`config.mk`:
```
export PLATFORM = sky130hd
export DESIGN_NAME = pfbm_ram
export DESIGN_NICKNAME = d
export VERILOG_FILES = /design/src/rtl/pfbm_ram.sv
export SDC_FILE = /design/constraint.sdc
export NUM_CORES = 2
export LEC_CHECK = 0
export BUFFER_PORTS_ARGS = -buffer_cell sky130_fd_sc_hd__buf_2
export CAP_MARGIN = 20
export CORE_ASPECT_RATIO = 0.6
export CORE_MARGIN = 3
export CORE_UTILIZATION = 40
export CTS_BUF_LIST = sky130_fd_sc_hd__clkbuf_2 sky130_fd_sc_hd__clkbuf_4 sky130_fd_sc_hd__clkbuf_8
export CTS_CLUSTER_SIZE = 30
export DETAILED_ROUTE_END_ITERATION = 8
export SLEW_MARGIN = 10
export SYNTH_ARGS = -nofsm -noshare
export SYNTH_HDL_FRONTEND = slang
export SYNTH_SLANG_ARGS = --single-unit
```
`constraint.sdc`:
```
create_clock -name clk -period 2 [get_ports clk]
set_clock_uncertainty 0.1 [all_clocks]
set_input_delay 0.1 -clock clk [delete_from_list [all_inputs] [get_ports clk]]
set_output_delay 0.1 -clock clk [all_outputs]
set_load 0.02 [all_outputs]
```
`src/rtl/pfbm_ram.sv`:
```
// Generic single-write, single-read RAM with registered read data.
// Depends on nothing.
module pfbm_ram #(
    parameter int WIDTH = 8,
    parameter int DEPTH = 256
) (
    input  logic                     clk,
    input  logic                     wr_en,
    input  logic [$clog2(DEPTH)-1:0] wr_addr,
    input  logic [WIDTH-1:0]         wr_data,
    input  logic [$clog2(DEPTH)-1:0] rd_addr,
    output logic [WIDTH-1:0]         rd_data
);
    logic [WIDTH-1:0] mem [DEPTH];

    always_ff @(posedge clk)
    begin
        if (wr_en)
        begin
            mem[wr_addr] <= wr_data;
        end
        rd_data <= mem[rd_addr];
    end
endmodule

```
* After elaboration in Yosys (flattened, before gate mapping)
Memory sizes are Yosys's and may differ from the RTL's. A register that Yosys moved wholly into a read port is not among the register bits. Cells that the tools add are included. W data, S select, Z words.
Cells by class: mux-type cells 2
Operator list (number):
- $mux W1 | 2
Word-level totals: bits in registers 0, RAM bits 2048, output and inout bits 8, memories kept 1
Memories:
- mem | depth 256, width 8, read ports 1, clocked after Yosys merged registers in 1, write ports 1, line 14 | logic [WIDTH-1:0] mem [DEPTH];

* Depth between registers and ports, before layout
word-level depth 2, depth in mapped cells 11, mapped depth without buffers 6

* Worst setup path after synthesis
No wires, ideal clock.
path type input -> register, start point input rd_addr[0], end point register rd_data[2], read port of mem, setup time 0.131 ns, arrival 1.907 ns, slack -0.138 ns, stages 9, path buffers 4, cells stage by stage buf_6 -> buf_12 -> buf_8 -> buf_2 -> mux4_2 -> a22oi_1 -> a21oi_1 -> nor4_1 -> nor4_2
RTL lines:
- start: declaration | line 11 | input logic [$clog2(DEPTH)-1:0] rd_addr,
- end: declaration | line 12 | output logic [WIDTH-1:0] rd_data

==> results.toml <==
[placement]
place_ws_ns = -1.60
dpl.cell_count = 6923
gp_congestion = 0.876
port-buffer-count = 33
dp_hpwl_mm = 148

[timing]
slew_headroom_pct = 39.5
finalHoldViolations = 0
fin_tns_setup_ns = -2.35
setup_viol = 8
fin_crit_sh_pct = 119
fin_ws_ns = -0.386
hold_ws_ns = 0.0813
period_needed_ns = 2.39
drv_slew = 0
worst_pin_slew_ns = 0.904
fmax_mhz = 419
rsz0062_at_grt = "true"

[routing]
num_vias = 42900
wire_per_inst_um = 29.7
wl_mm = 221
final_antenna_net_count = 0
drcViolationCount = 0
dr.pass1.iters = 6
vias_per_cell = 5.76
first_iter_violations = 6112

[die]
start_util_pct = 40.3
num_io_pins = 34
die_w_um = 582
coreArea_um2 = 197000
die_h_um = 351
placementRows = 126
die-area_um2 = 204000

[finish]
final_cell_mix = "edfxtp_1 (2048), buf_4 (664), mux4_2 (454)"
layout_commonest_cell = "edfxtp_1"
fin_cells = 7452
nNetsFinal = 4635
syn_to_final_growth_pct = 19.4
drive_gt1_share_pct = 37.5
fillerInstances = 16200

[global_routing]
grt_max_degree = 87
grt-ovfl-total = 0
grt_usage_pct = 21.5
grt_pass1_wl_mm = 316
antenna_found_initial = 16
first_global_vias = 41800

[setup_path]
endpoint_kind = "flop"
r2r_end = "rd_data[2]"
critPathRequiredTime_ns = 2.67
arrival_ns = 3.06
startpoint_type = "flop"
rr_startpoint = "mem[132][2]"
worst-setup-path-type = "reg2reg"
cp_max_fo = 1
ff2ff_setup_slack_ns = -0.39
reg2reg_depth = 7

[synth]
yosysUniqueCellTypes = 55
synth_flop_cell = "edfxtp_1"
syn_area_per_cell_um2 = 21.3
synthArstFlopShare_pct = 0
synth_area_um2 = 79600
syn_inst = 3733
ys_seq_area_share_pct = 77.5
synth_edf_count = 2048
synth-seq-cells = 2056
synth_nets = 3759
synth_warnings = 0

[run_status]
outcome = "finished, violations left"
violations = "negative setup slack"

[worst_hold_path]
hp-class = "in2reg"
min_to = "mem[92][4]"
hold_start = "wr_data[4]"
hold_path_depth = 2

[job]
maxCapViolCount = 0

[clocking]
cts_made_buffers = 292
postCtsSetupBuffers = 0
cts.clk_slew.worst_paths_ns = 0.06
htree_levels = 5
cts_tree = "built"
clock_sink_count = 2056
ctsLongestPathBuffers = 4
cts-root-buf = "clkbuf_8"
insertion_delay_ns = 0.90

[pwr]
ir_drop_mv = 0.763
pwr_density_cell_nw_per_um2 = 898
p_leak_nw = 30.8
[state kept, by name, summed over array words and instances (netlist names)]
name / count
rd_data: 8
mem: 2048
[kinds of logic after synthesis]
group                  count (synthesis)  synth area share (%)
DFF                                 2056                  77.5
muxes                                591                  14.6
and+or+nand+nor                      466                  2.63
AOI/OAI and AO/OA                    385                  3.42
buffers and inverters                235                  1.83
[per-stage QoR]
stage               util, %  total power, mW  instance area [um2]
floorplan                 -             50.9                79800
global placement       44.9             53.7                88600
detailed placement     45.0             53.7                88700
CTS                    48.0             85.9                94700
global route           48.2             88.2                95000
finish                 48.2             85.3                95000
[worst max-delay path by stage]
stage	slack, ns	endpoint	start
floorplan	-0.02	rd_data[0]	rd_addr[0]
global placement	-2.44	rd_data[0]	rd_addr[0]
detailed placement	-1.60	rd_data[7]	rd_addr[0]
CTS	-0.44	rd_data[2]	mem[142][2]
global route	-0.45	rd_data[6]	mem[11][6]
finish	-0.39	rd_data[2]	mem[132][2]
[report_power, final]
part	internal, mW	leakage [nW]	switching, mW
combinational	2.19	9.42	3.27
clock	16.4	2.94	15.9
sequential	47.5	18.5	0.0960
[routing by layer]
metal  track usage (%)  routed length [um]  vias to the layer above
met1              35.2               98800                    22500
met3              5.60               28800                      305
met5                 0                  13                        -
met2              28.7               90200                     2616
met4              4.03                3630                        2
li1                  -                   -                    17500
[Yosys cell counts, types with 10 or more instances]
library cell,count,area (um2)
buf_1,22,82.6
nand3_1,34,170
nand4_1,10,62.6
o211ai_1,10,75.1
buf_8,13,195
buf_4,27,203
nor4_1,24,150
nand2_1,33,124
a211oi_1,16,120
clkbuf_1,111,417
nor3_1,22,110
o221ai_1,46,403
a21oi_1,96,480
mux4_2,454,10200
nor2_1,282,1060
o22ai_1,28,175
nor2b_1,31,194
a221oi_1,13,114
mux2i_1,134,1340
a22oi_1,133,998
o21ai_0,10,50.1
buf_6,21,236
buf_2,31,155
edfxtp_1,2048,61500
[layout make-up]
type	instances	area, um2	area share, %
multi-input cells	1442	17100	18.0
diodes	4	10.0	0.0105
flip-flops and latches	2056	61700	64.9
clock buffers	411	5010	5.28
inverters	2	7.51	0.00790
repair buffers	815	7380	7.77
clock inverters	98	517	0.544
well taps	2624	3280	3.46
[worst max-delay path: stages (launching register included)]
cell and delay [ns]:
edfxtp_1 0.40, mux4_2 0.49, mux4_2 0.57, nor2_4 0.14, a2111oi_4 0.08, nor3_4 0.25
buf_6 0.19, nor4_2 0.04
[repair_timing]
action,4_1_cts,5_1_grt
endpoints found under the setup margin,9,70
gates cloned,0,1
hold buffers,18,0
resized for setup,64,44
pin swaps,23,25
endpoints found under the hold margin,2418,0
No activity file was read; power rests on OpenSTA's default activity.
